`config.mk`:
```
export PLATFORM = sky130hd
export DESIGN_NAME = resp_array_stream_parser
export DESIGN_NICKNAME = d
export VERILOG_FILES = /design/src/hw/rtl/rasp_pkg.sv /design/src/hw/rtl/rasp_front.sv /design/src/hw/rtl/rasp_queue.sv /design/src/hw/rtl/rasp_back.sv /design/src/hw/rtl/resp_array_stream_parser.sv
export SDC_FILE = /design/constraint.sdc
export NUM_CORES = 1
export LEC_CHECK = 0
export ABC_CLOCK_PERIOD_IN_PS = 5400
export BUFFER_PORTS_ARGS = -buffer_cell sky130_fd_sc_hd__buf_2
export CAP_MARGIN = 20
export CORE_MARGIN = 5
export CORE_UTILIZATION = 50
export CTS_BUF_LIST = sky130_fd_sc_hd__clkbuf_4 sky130_fd_sc_hd__clkbuf_8
export DETAILED_ROUTE_END_ITERATION = 10
export PLACE_DENSITY = 0.78
export SLEW_MARGIN = 30
export SYNTH_ARGS = -nofsm -noshare
export SYNTH_HDL_FRONTEND = slang
export SYNTH_HIERARCHICAL = 1
export SYNTH_SLANG_ARGS = --single-unit
```
`constraint.sdc`:
```
create_clock -name clk -period 5.4 [get_ports clk]
set_input_delay 0.27 -clock clk [delete_from_list [all_inputs] [get_ports clk]]
set_output_delay 0.27 -clock clk [all_outputs]
set_load 0.02 [all_outputs]
```
`src/hw/rtl/rasp_pkg.sv`:
```
// ----------------------------------------------------------------------------
// rasp_pkg: shared types and constants of the RESP array stream parser
// Byte classes, event and error codes, payload structs and limit helpers.
// ----------------------------------------------------------------------------
package rasp_pkg;

	// counter widths
	localparam int COUNT_BITS  = 16;
	localparam int LENGTH_BITS = 32;
	localparam int ACC_BITS    = (COUNT_BITS > LENGTH_BITS) ? COUNT_BITS : LENGTH_BITS;
	localparam int PROD_BITS   = ACC_BITS + 4;

	// queue between front and back
	localparam int QUEUE_DEPTH = 4;
	localparam int QPTR_BITS   = $clog2(QUEUE_DEPTH);

	// configuration port
	localparam int MAX_COUNT_W    = 16;
	localparam int MAX_LENGTH_W   = 30;
	localparam int CFG_DATA_BITS  = 30;
	localparam int CFG_INDEX_BITS = 1;
	localparam logic [CFG_INDEX_BITS-1:0] CFG_MAX_COUNT  = 1'd0;
	localparam logic [CFG_INDEX_BITS-1:0] CFG_MAX_LENGTH = 1'd1;
	localparam logic [MAX_COUNT_W-1:0]    MAX_COUNT_RST  = 16'd1024;
	localparam logic [MAX_LENGTH_W-1:0]   MAX_LENGTH_RST = 30'd536870912;

	// largest values the counters can hold
	localparam logic [32:0] CNT_CAP = (33'd1 << COUNT_BITS) - 33'd1;
	localparam logic [32:0] LEN_CAP = (33'd1 << LENGTH_BITS) - 33'd1;

	// protocol characters
	localparam logic [7:0] CH_STAR   = 8'h2A;
	localparam logic [7:0] CH_DOLLAR = 8'h24;
	localparam logic [7:0] CH_CR     = 8'h0D;
	localparam logic [7:0] CH_LF     = 8'h0A;
	localparam logic [7:0] CH_ZERO   = 8'h30;
	localparam logic [7:0] CH_NINE   = 8'h39;

	// byte classes
	localparam logic [2:0] CLS_OTHER  = 3'd0;
	localparam logic [2:0] CLS_DIGIT  = 3'd1;
	localparam logic [2:0] CLS_CR     = 3'd2;
	localparam logic [2:0] CLS_LF     = 3'd3;
	localparam logic [2:0] CLS_STAR   = 3'd4;
	localparam logic [2:0] CLS_DOLLAR = 3'd5;

	// result events
	localparam logic [1:0] EV_NONE    = 2'd0;
	localparam logic [1:0] EV_PAYLOAD = 2'd1;
	localparam logic [1:0] EV_DONE    = 2'd2;
	localparam logic [1:0] EV_ERROR   = 2'd3;

	// error codes
	localparam logic [2:0] ERR_NONE        = 3'd0;
	localparam logic [2:0] ERR_NOT_ARRAY   = 3'd1;
	localparam logic [2:0] ERR_EXP_BULK    = 3'd2;
	localparam logic [2:0] ERR_BAD_NUMBER  = 3'd3;
	localparam logic [2:0] ERR_TOO_LARGE   = 3'd4;
	localparam logic [2:0] ERR_TRUNCATED   = 3'd5;

	typedef struct packed {
		logic [7:0] in_byte;
		logic       end_of_buffer;
	} in_item_t;

	typedef struct packed {
		logic [1:0]  event_res;
		logic [7:0]  payload_byte;
		logic [15:0] element_index;
		logic        last_of_element;
		logic [15:0] element_total;
		logic [2:0]  fault_code;
	} out_item_t;

	// classified byte handed from front to back
	typedef struct packed {
		logic [7:0] byte_val;
		logic [3:0] digit;
		logic [2:0] cls;
		logic       eob;
	} token_t;

	// effective limits, already clipped to the counter widths
	typedef struct packed {
		logic [COUNT_BITS-1:0]  cnt_lim;
		logic [LENGTH_BITS-1:0] len_lim;
	} limits_t;

	function automatic logic [COUNT_BITS-1:0] count_limit(input logic [MAX_COUNT_W-1:0] v);
		logic [32:0] w;
		w = 33'(v);
		if (w > CNT_CAP)
			w = CNT_CAP;
		return w[COUNT_BITS-1:0];
	endfunction

	function automatic logic [LENGTH_BITS-1:0] length_limit(input logic [MAX_LENGTH_W-1:0] v);
		logic [32:0] w;
		w = 33'(v);
		if (w > LEN_CAP)
			w = LEN_CAP;
		return w[LENGTH_BITS-1:0];
	endfunction

endpackage

```
`src/hw/rtl/rasp_front.sv`:
```
// ----------------------------------------------------------------------------
// rasp_front: input stage of the RESP parser
// Classifies one byte per cycle unless stalled and holds it for the queue.
// ----------------------------------------------------------------------------
module rasp_front (
	input  logic               clk,
	input  logic               arst_n,
	input  logic               in_valid,
	output logic               in_stall,
	input  rasp_pkg::in_item_t in_data,
	output logic               tok_valid,
	input  logic               tok_full,
	output rasp_pkg::token_t   tok_data
);

	logic             valid_s1;
	rasp_pkg::token_t tok_s1;
	rasp_pkg::token_t tok_c;
	logic             accept;

	// byte classifier
	always_comb begin
		tok_c.byte_val = in_data.in_byte;
		tok_c.eob      = in_data.end_of_buffer;
		tok_c.digit    = 4'(in_data.in_byte - rasp_pkg::CH_ZERO);
		if (in_data.in_byte >= rasp_pkg::CH_ZERO && in_data.in_byte <= rasp_pkg::CH_NINE)
			tok_c.cls = rasp_pkg::CLS_DIGIT;
		else if (in_data.in_byte == rasp_pkg::CH_CR)
			tok_c.cls = rasp_pkg::CLS_CR;
		else if (in_data.in_byte == rasp_pkg::CH_LF)
			tok_c.cls = rasp_pkg::CLS_LF;
		else if (in_data.in_byte == rasp_pkg::CH_STAR)
			tok_c.cls = rasp_pkg::CLS_STAR;
		else if (in_data.in_byte == rasp_pkg::CH_DOLLAR)
			tok_c.cls = rasp_pkg::CLS_DOLLAR;
		else
			tok_c.cls = rasp_pkg::CLS_OTHER;
	end

	// stage register, refilled in the cycle it drains
	assign in_stall = valid_s1 && tok_full;
	assign accept   = in_valid && !in_stall;

	always_ff @(posedge clk or negedge arst_n) begin
		if (!arst_n) begin
			valid_s1 <= 1'b0;
		end else if (accept) begin
			valid_s1 <= 1'b1;
		end else if (!tok_full) begin
			valid_s1 <= 1'b0;
		end
	end

	always_ff @(posedge clk) begin
		if (accept) begin
			tok_s1 <= tok_c;
		end
	end

	assign tok_valid = valid_s1;
	assign tok_data  = tok_s1;

endmodule

```
`src/hw/rtl/rasp_queue.sv`:
```
// ----------------------------------------------------------------------------
// rasp_queue: short token queue
// Decouples the classifier from the parse engine so each side stalls alone.
// ----------------------------------------------------------------------------
module rasp_queue (
	input  logic             clk,
	input  logic             arst_n,
	input  logic             push_valid,
	output logic             full,
	input  rasp_pkg::token_t push_data,
	output logic             pop_valid,
	input  logic             pop,
	output rasp_pkg::token_t pop_data
);

	rasp_pkg::token_t               mem_q [rasp_pkg::QUEUE_DEPTH];
	logic [rasp_pkg::QPTR_BITS-1:0] wptr_q;
	logic [rasp_pkg::QPTR_BITS-1:0] rptr_q;
	logic [rasp_pkg::QPTR_BITS:0]   count_q;
	logic                           push;

	assign full      = (count_q == (rasp_pkg::QPTR_BITS+1)'(rasp_pkg::QUEUE_DEPTH));
	assign pop_valid = (count_q != '0);
	assign push      = push_valid && !full;
	assign pop_data  = mem_q[rptr_q];

	// pointers and fill level
	always_ff @(posedge clk or negedge arst_n) begin
		if (!arst_n) begin
			wptr_q  <= '0;
			rptr_q  <= '0;
			count_q <= '0;
		end else begin
			if (push)
				wptr_q <= wptr_q + 1'b1;
			if (pop)
				rptr_q <= rptr_q + 1'b1;
			if (push && !pop)
				count_q <= count_q + 1'b1;
			else if (pop && !push)
				count_q <= count_q - 1'b1;
		end
	end

	// storage
	always_ff @(posedge clk) begin
		if (push) begin
			mem_q[wptr_q] <= push_data;
		end
	end

endmodule

```
`src/hw/rtl/rasp_back.sv`:
```
// ----------------------------------------------------------------------------
// rasp_back: parse engine of the RESP parser
// Walks the array header, bulk headers, payload and trailers one token per
// cycle unless out_stall holds it, registering one result beat per token.
// ----------------------------------------------------------------------------
module rasp_back (
	input  logic                clk,
	input  logic                arst_n,
	input  rasp_pkg::limits_t   limits,
	input  logic                q_valid,
	output logic                pop,
	input  rasp_pkg::token_t    q_item,
	output logic                out_valid,
	input  logic                out_stall,
	output rasp_pkg::out_item_t out_data
);

	localparam logic [3:0] PH_STAR    = 4'd0;
	localparam logic [3:0] PH_CNT_NUM = 4'd1;
	localparam logic [3:0] PH_CNT_LF  = 4'd2;
	localparam logic [3:0] PH_DOLLAR  = 4'd3;
	localparam logic [3:0] PH_LEN_NUM = 4'd4;
	localparam logic [3:0] PH_LEN_LF  = 4'd5;
	localparam logic [3:0] PH_PAYLOAD = 4'd6;
	localparam logic [3:0] PH_TRAIL1  = 4'd7;
	localparam logic [3:0] PH_TRAIL2  = 4'd8;
	localparam logic [3:0] PH_DRAIN   = 4'd9;

	logic [3:0]                       phase_q, phase_d;
	logic [rasp_pkg::ACC_BITS-1:0]    acc_q, acc_d;
	logic                             seen_q, seen_d;
	logic [rasp_pkg::COUNT_BITS-1:0]  erem_q, erem_d;
	logic [rasp_pkg::COUNT_BITS-1:0]  cur_q, cur_d;
	logic [rasp_pkg::COUNT_BITS-1:0]  decl_q, decl_d;
	logic [rasp_pkg::LENGTH_BITS-1:0] prem_q, prem_d;
	logic [rasp_pkg::ACC_BITS-1:0]    lim;
	logic [rasp_pkg::PROD_BITS-1:0]   prod;
	logic                             over;
	rasp_pkg::out_item_t              res;
	rasp_pkg::out_item_t              out_q;
	logic                             out_valid_q;

	assign pop = q_valid && (!out_valid_q || !out_stall);

	// decimal digit step: acc * 10 + digit against the active limit
	always_comb begin
		lim  = (phase_q == PH_CNT_NUM) ? rasp_pkg::ACC_BITS'(limits.cnt_lim)
		                               : rasp_pkg::ACC_BITS'(limits.len_lim);
		prod = (rasp_pkg::PROD_BITS'(acc_q) << 3) + (rasp_pkg::PROD_BITS'(acc_q) << 1)
		     + rasp_pkg::PROD_BITS'(q_item.digit);
		over = prod > rasp_pkg::PROD_BITS'(lim);
	end

	// next state and result of one token
	always_comb begin
		phase_d = phase_q;
		acc_d   = acc_q;
		seen_d  = seen_q;
		erem_d  = erem_q;
		cur_d   = cur_q;
		decl_d  = decl_q;
		prem_d  = prem_q;
		res     = '0;
		unique case (phase_q) inside
			PH_STAR: begin
				if (q_item.cls == rasp_pkg::CLS_STAR) begin
					phase_d = PH_CNT_NUM;
					acc_d   = '0;
					seen_d  = 1'b0;
				end else begin
					res.event_res  = rasp_pkg::EV_ERROR;
					res.fault_code = rasp_pkg::ERR_NOT_ARRAY;
					phase_d        = PH_DRAIN;
				end
			end
			PH_CNT_NUM, PH_LEN_NUM: begin
				if (q_item.cls == rasp_pkg::CLS_CR && seen_q) begin
					phase_d = (phase_q == PH_CNT_NUM) ? PH_CNT_LF : PH_LEN_LF;
				end else if (q_item.cls == rasp_pkg::CLS_DIGIT) begin
					acc_d  = prod[rasp_pkg::ACC_BITS-1:0];
					seen_d = 1'b1;
					if (over) begin
						res.event_res  = rasp_pkg::EV_ERROR;
						res.fault_code = rasp_pkg::ERR_TOO_LARGE;
						phase_d        = PH_DRAIN;
					end
				end else begin
					res.event_res  = rasp_pkg::EV_ERROR;
					res.fault_code = rasp_pkg::ERR_BAD_NUMBER;
					phase_d        = PH_DRAIN;
				end
			end
			PH_CNT_LF: begin
				if (q_item.cls != rasp_pkg::CLS_LF) begin
					res.event_res  = rasp_pkg::EV_ERROR;
					res.fault_code = rasp_pkg::ERR_BAD_NUMBER;
					phase_d        = PH_DRAIN;
				end else begin
					decl_d = acc_q[rasp_pkg::COUNT_BITS-1:0];
					erem_d = acc_q[rasp_pkg::COUNT_BITS-1:0];
					cur_d  = '0;
					if (acc_q[rasp_pkg::COUNT_BITS-1:0] == '0) begin
						res.event_res = rasp_pkg::EV_DONE;
						phase_d       = PH_DRAIN;
					end else begin
						phase_d = PH_DOLLAR;
					end
				end
			end
			PH_DOLLAR: begin
				if (q_item.cls == rasp_pkg::CLS_DOLLAR) begin
					phase_d = PH_LEN_NUM;
					acc_d   = '0;
					seen_d  = 1'b0;
				end else begin
					res.event_res  = rasp_pkg::EV_ERROR;
					res.fault_code = rasp_pkg::ERR_EXP_BULK;
					phase_d        = PH_DRAIN;
				end
			end
			PH_LEN_LF: begin
				if (q_item.cls != rasp_pkg::CLS_LF) begin
					res.event_res  = rasp_pkg::EV_ERROR;
					res.fault_code = rasp_pkg::ERR_BAD_NUMBER;
					phase_d        = PH_DRAIN;
				end else begin
					prem_d  = acc_q[rasp_pkg::LENGTH_BITS-1:0];
					phase_d = (acc_q[rasp_pkg::LENGTH_BITS-1:0] == '0) ? PH_TRAIL1 : PH_PAYLOAD;
				end
			end
			PH_PAYLOAD: begin
				res.event_res       = rasp_pkg::EV_PAYLOAD;
				res.payload_byte    = q_item.byte_val;
				res.element_index   = 16'(cur_q);
				res.last_of_element = (prem_q == rasp_pkg::LENGTH_BITS'(1));
				prem_d              = prem_q - 1'b1;
				if (prem_q == rasp_pkg::LENGTH_BITS'(1))
					phase_d = PH_TRAIL1;
			end
			PH_TRAIL1: begin
				phase_d = PH_TRAIL2;
			end
			PH_TRAIL2: begin
				erem_d = erem_q - 1'b1;
				cur_d  = cur_q + 1'b1;
				if (erem_q == rasp_pkg::COUNT_BITS'(1)) begin
					res.event_res     = rasp_pkg::EV_DONE;
					res.element_total = 16'(decl_q);
					phase_d           = PH_DRAIN;
				end else begin
					phase_d = PH_DOLLAR;
				end
			end
			PH_DRAIN: begin
				phase_d = PH_DRAIN;
			end
			default: begin
				phase_d = PH_DRAIN;
			end
		endcase

		// end of buffer: flag an unfinished parse, then re-arm
		if (q_item.eob) begin
			if (res.event_res != rasp_pkg::EV_DONE && res.event_res != rasp_pkg::EV_ERROR
			    && phase_d != PH_DRAIN) begin
				res            = '0;
				res.event_res  = rasp_pkg::EV_ERROR;
				res.fault_code = rasp_pkg::ERR_TRUNCATED;
			end
			phase_d = PH_STAR;
			acc_d   = '0;
			seen_d  = 1'b0;
			erem_d  = '0;
			cur_d   = '0;
			decl_d  = '0;
			prem_d  = '0;
		end
	end

	// parse state
	always_ff @(posedge clk or negedge arst_n) begin
		if (!arst_n) begin
			phase_q <= PH_STAR;
			acc_q   <= '0;
			seen_q  <= 1'b0;
			erem_q  <= '0;
			cur_q   <= '0;
			decl_q  <= '0;
			prem_q  <= '0;
		end else if (pop) begin
			phase_q <= phase_d;
			acc_q   <= acc_d;
			seen_q  <= seen_d;
			erem_q  <= erem_d;
			cur_q   <= cur_d;
			decl_q  <= decl_d;
			prem_q  <= prem_d;
		end
	end

	// result register
	always_ff @(posedge clk or negedge arst_n) begin
		if (!arst_n) begin
			out_valid_q <= 1'b0;
		end else if (pop) begin
			out_valid_q <= 1'b1;
		end else if (!out_stall) begin
			out_valid_q <= 1'b0;
		end
	end

	always_ff @(posedge clk) begin
		if (pop) begin
			out_q <= res;
		end
	end

	assign out_valid = out_valid_q;
	assign out_data  = out_q;

	// payload phase always has bytes left
	a_payload_left: assert property (@(posedge clk) disable iff (!arst_n)
		(phase_q == PH_PAYLOAD) |-> (prem_q != '0))
		else $error("payload phase with no bytes left");

	// trailer end always has an element left to close
	a_elem_left: assert property (@(posedge clk) disable iff (!arst_n)
		(phase_q == PH_TRAIL2) |-> (erem_q != '0))
		else $error("trailer with no element left");

	// end of buffer re-arms the engine
	a_eob_rearm: assert property (@(posedge clk) disable iff (!arst_n)
		(pop && q_item.eob) |=> (phase_q == PH_STAR && cur_q == '0 && erem_q == '0))
		else $error("end of buffer did not re-arm");

	// a payload beat matches the element in progress
	a_payload_index: assert property (@(posedge clk) disable iff (!arst_n)
		(out_valid_q && out_q.event_res == rasp_pkg::EV_PAYLOAD)
		|-> (out_q.element_index == 16'(cur_q)
		     && (phase_q == PH_PAYLOAD || phase_q == PH_TRAIL1)))
		else $error("payload beat does not match element state");

endmodule

```
`src/hw/rtl/resp_array_stream_parser.sv`:
```
// ----------------------------------------------------------------------------
// resp_array_stream_parser: streaming parser for RESP arrays of bulk strings
// Classifier front, token queue and parse engine with a registered result.
// ----------------------------------------------------------------------------
// Takes one request byte per beat and returns exactly one result beat per
// byte: nothing, a payload byte with its element index and last mark, done
// with the element count, or an error code. Sustained rate is one byte per
// cycle unless the output stalls, set by the state update of the parse
// engine; a byte's result passes the classifier register, the queue, then
// the result register. The queue holds four bytes, so an output stall
// reaches the input only once the queue is full and the classifier register
// holds a byte. The user must write the two limit registers through
// cfg_wen/cfg_index/cfg_data only while idle; the block does not enforce it.
module resp_array_stream_parser (
	input  logic                                  clk,
	input  logic                                  arst_n,
	input  logic                                  in_valid,
	output logic                                  in_stall,
	input  rasp_pkg::in_item_t                    in_data,
	output logic                                  out_valid,
	input  logic                                  out_stall,
	output rasp_pkg::out_item_t                   out_data,
	input  logic                                  cfg_wen,
	input  logic [rasp_pkg::CFG_INDEX_BITS-1:0]   cfg_index,
	input  logic [rasp_pkg::CFG_DATA_BITS-1:0]    cfg_data
);

	rasp_pkg::limits_t limits_q;
	logic              tok_valid;
	logic              tok_full;
	rasp_pkg::token_t  tok_data;
	logic              q_valid;
	logic              q_pop;
	rasp_pkg::token_t  q_item;

	// limit registers, stored already clipped to the counter widths
	always_ff @(posedge clk or negedge arst_n) begin
		if (!arst_n) begin
			limits_q.cnt_lim <= rasp_pkg::count_limit(rasp_pkg::MAX_COUNT_RST);
			limits_q.len_lim <= rasp_pkg::length_limit(rasp_pkg::MAX_LENGTH_RST);
		end else if (cfg_wen) begin
			unique case (cfg_index)
				rasp_pkg::CFG_MAX_COUNT:
					limits_q.cnt_lim <= rasp_pkg::count_limit(
						cfg_data[rasp_pkg::MAX_COUNT_W-1:0]);
				rasp_pkg::CFG_MAX_LENGTH:
					limits_q.len_lim <= rasp_pkg::length_limit(
						cfg_data[rasp_pkg::MAX_LENGTH_W-1:0]);
				default: begin
				end
			endcase
		end
	end

	rasp_front u_front (
		.clk       (clk),
		.arst_n    (arst_n),
		.in_valid  (in_valid),
		.in_stall  (in_stall),
		.in_data   (in_data),
		.tok_valid (tok_valid),
		.tok_full  (tok_full),
		.tok_data  (tok_data)
	);

	rasp_queue u_queue (
		.clk        (clk),
		.arst_n     (arst_n),
		.push_valid (tok_valid),
		.full       (tok_full),
		.push_data  (tok_data),
		.pop_valid  (q_valid),
		.pop        (q_pop),
		.pop_data   (q_item)
	);

	rasp_back u_back (
		.clk       (clk),
		.arst_n    (arst_n),
		.limits    (limits_q),
		.q_valid   (q_valid),
		.pop       (q_pop),
		.q_item    (q_item),
		.out_valid (out_valid),
		.out_stall (out_stall),
		.out_data  (out_data)
	);

endmodule

```
==> flow_metrics.py <==
metrics = {
    "status": {
        "violations": "negative setup slack",
        "run_status": "finished with violations",
    },
    "timing": {
        "fin_crit_sh": 1.06,
        "worst_pin_slew_ns": 0.900,
        "clock.fmax_mhz": 174,
        "rsz0062_at_grt": "yes",
        "final_max_slew_viol_count": 0,
        "finalHoldViolations": 0,
        "finalSetupTns_ns": -1.70,
        "setup_viol": 7,
        "fin_crit_ns": 5.74,
        "fin_skew_ns": 0.0184,
        "relSlewSlack": 0.400,
        "fin_ws_ns": -0.340,
    },
    "power": {
        "power_mw": 8.24,
        "p_per_area_mw_per_mm2": 419,
        "peakVddDrop_mv": 0.256,
        "leakage_nw": 8.71,
    },
    "cts": {
        "cts_root_buffer": "clkbuf_8",
        "htreeDepth": 2,
        "clkTransAtPathRegs_ns": 0.06,
        "cts.sinks": 294,
        "cts_tree": "yes",
        "clock_latency_ns": 0.59,
        "cts_buffers": 50,
        "cts_buffer_depth": 3,
    },
    "worst_setup_path": {
        "crit_slowest_cell": "mux4_2",
        "rr_endpoint": "u_back/out_data[45]",
        "worstSetupEndpointType": "register",
        "worstReg2RegStart": "u_queue/rptr_q[0]",
        "arrival_ns": 6.04,
        "slowest_delay_ns": 0.53,
        "r2r_cells": 22,
        "crit_chain": "mux4_2 -> fa_2 -> buf_6 -> fa_2 -> a21o_1 -> nand4_1 -> a31oi_2 -> a211oi_2 -> buf_4 -> o31ai_4 -> a221oi_2 -> xnor2_1 -> ha_1 -> nand2_1 -> o21ai_2 -> or3_4 -> a2111o_1 -> o21ai_2 -> o311ai_2 -> or2_1 -> o31ai_4 -> nand3_1",
        "r2r_slack_ns": -0.34,
        "critPathRequiredTime_ns": 5.70,
        "cp_max_fo": 5,
        "critPathLaunchType": "register",
        "path_class": "reg2reg",
    },
    "route": {
        "viasPerCell": 5.85,
        "vias": 13100,
        "wl_per_cell_um": 18.2,
        "wirelength_mm": 41.0,
        "drc": 0,
        "first_pass_iters": 8,
        "drt-initial-drc-count": 1176,
        "postRouteAntennaNets": 0,
    },
    "global_route": {
        "grt_pass1_vias": 13100,
        "grtUsageTotal": 0.221,
        "grt_max_degree": 173,
        "grt_pass1_wl_mm": 66.7,
        "overflow": 0,
        "antenna_found_initial": 0,
    },
    "hold_path": {
        "worstHoldStart": "cfg_index",
        "holdPathStages": 3,
        "min_to": "limits_q[41]",
        "hold_path.class": "in2reg",
    },
    "placed_design": {
        "port_buffers": 92,
        "dp_hpwl_mm": 28.3,
        "place_congestion": 0.961,
    },
    "synthesis": {
        "ys_ff_latch": 294,
        "syn_area_per_cell_um2": 10.7,
        "synth_area_mm2": 0.0166,
        "yosys_warnings": 6,
        "synth.yosys.seq_area_share": 0.480,
        "synth_cell_types": 92,
        "synth_top_area_share": 0.256,
        "synth_area_leaders": "dfrtp_1 26%, edfxtp_1 22%, ha_1 7.9%, o21ai_0 4.3%, a21oi_1 3.3%",
        "async_flop_share": 0.585,
        "synth_edf_count": 122,
        "synthCells": 1555,
        "synth-main-ff-cell": "dfrtp_1",
        "yosys.area.top_type": "dfrtp_1",
    },
    "job": {
        "drv_cap": 0,
    },
    "final_layout": {
        "nNetsFinal": 1916,
        "syn_to_final_growth_pct": 18.5,
        "diodes": 0,
        "final_common_cell": "dfrtp_1",
        "layout-drive-gt1-share": 0.219,
        "layout_common_cells": "170 x dfrtp_1, 140 x o21ai_0, 128 x nor2_1, 122 x edfxtp_1, 121 x nand2_1",
    },
    "floorplan": {
        "row_count": 66,
        "die_x_um": 192,
        "coreArea_mm2": 0.0326,
        "dieArea_mm2": 0.0369,
        "die_y_um": 192,
        "initial_core_util": 0.509,
        "io_pins": 93,
    },
}
Yosys cell counts (4+ instances only):
| cell | number |
|---|---|
| buf_2 | 15 |
| or3_1 | 8 |
| a22o_1 | 34 |
| a22oi_1 | 15 |
| and3_1 | 30 |
| nor4_1 | 23 |
| nand4b_1 | 5 |
| nor2b_1 | 16 |
| a21oi_1 | 109 |
| nand2b_1 | 23 |
| buf_4 | 14 |
| buf_6 | 5 |
| a31oi_1 | 13 |
| o21a_1 | 5 |
| o21bai_1 | 4 |
| nand4_1 | 20 |
| a211oi_1 | 15 |
| xnor2_1 | 28 |
| xor2_1 | 13 |
| nor4_4 | 4 |
| o22ai_1 | 6 |
| edfxtp_1 | 122 |
| o31ai_1 | 8 |
| o21ai_1 | 13 |
| nand2_1 | 121 |
| clkbuf_1 | 43 |
| a21o_1 | 11 |
| nor3_1 | 26 |
| inv_1 | 33 |
| mux2_2 | 35 |
| mux4_2 | 8 |
| mux2i_1 | 17 |
| nand3_1 | 33 |
| o21ai_0 | 144 |
| mux4_1 | 8 |
| and2_1 | 32 |
| dfrtp_1 | 170 |
| ha_1 | 105 |
| nor2_1 | 128 |
| mux2_4 | 11 |
| nor3b_1 | 5 |
through the flow:
step / cells / hold slack, ns / worst slack (ns) / util / instance area (um2)
after floorplan: 1556 / -0.0256 / -0.216 / - / 16600
after global placement: 2096 / 0.454 / -0.437 / 0.549 / 17900
after detailed placement: 2096 / 0.463 / -0.572 / 0.549 / 17900
after CTS: 2240 / 0.136 / -0.343 / 0.599 / 19500
after global routing: 2247 / 0.152 / -0.550 / 0.603 / 19700
final: 2247 / 0.170 / -0.340 / 0.603 / 19700
timing repair:
action                                 4_1_cts  5_1_grt
endpoints found under the hold margin      228        0
hold buffers                                42        0
buffers inserted                             8        6
pin swaps                                   11        7
gates resized for setup                     11       11
setup endpoints to repair                    8        8
final cells by class:
| type | count | area [um2] |
|---|---|---|
| clock buffer | 78 | 942 |
| inverter | 33 | 125 |
| fill | 2604 | 12900 |
| sequential | 294 | 7970 |
| clock inverter | 16 | 149 |
| tap | 442 | 553 |
| multi-input combinational | 1148 | 8220 |
| timing repair buffer | 236 | 1710 |
worst max-delay path: cells and delay by family (launching register included):
family	cells	cell delay [ns]
and+or+nand+nor	5	0.94
DFF	1	0.38
buffers and inverters	2	0.33
xor gates and xnor gates	1	0.19
adders and majority gates	3	1.16
muxes	1	0.53
AOI/OAI and AO/OA	10	1.93
sequential cells by signal, summed over array words and instances (netlist names), 2 cells and up:
name	count
u_back/acc_q	32
u_queue/count_q	3
u_back/phase_q	4
u_back/cur_q	16
u_queue/wptr_q	2
u_queue/rptr_q	2
u_back/erem_q	16
u_back/out_data	46
u_back/decl_q	16
u_back/prem_q	32
u_queue/mem_q	64
u_front/tok_data	12
limits_q	46
metal layers:
layer / global-route usage / part of all wire
met1: 0.306 / 0.43
met2: 0.360 / 0.47
met3: 0.0382 / 0.071
met4: 0.0666 / 0.026
met5: 0 / 0
cells by family (layout without fill, tap and decap cells):
logic type / after synthesis / after routing / synth area share
muxes: 82 / 82 / 0.0695
AOI/OAI and AO/OA: 416 / 416 / 0.156
and+or+nand+nor: 499 / 499 / 0.155
other: 1 / 2 / 0.000226
adders and majority gates: 108 / 108 / 0.0828
buffers and inverters: 114 / 363 / 0.0340
DFF: 294 / 294 / 0.480
xor gates and xnor gates: 41 / 41 / 0.0216
power breakdown:
group          switching [mW]  total [mW]  internal [mW]
Sequential              0.207        3.00           2.79
Clock                   0.917        2.13           1.21
Combinational            1.91        3.12           1.21
Total                    3.04        8.24           5.21
how the worst max path moves through the flow:
stage	from	end	slack, ns	cells past startpoint
6_report	u_queue/rptr_q[0]	u_back/out_data[45]	-0.34	22
4_1_cts	u_queue/rptr_q[0]	u_back/out_data[45]	-0.34	22
5_1_grt	u_queue/rptr_q[0]	u_back/out_data[45]	-0.55	23
2_1_floorplan	u_queue/rptr_q[0]	u_back/out_data[45]	-0.22	23
3_3_place_gp	u_queue/rptr_q[0]	u_back/out_data[45]	-0.44	21
3_5_place_dp	u_queue/rptr_q[0]	u_back/out_data[45]	-0.57	21
(Power assumes the default switching activity.)
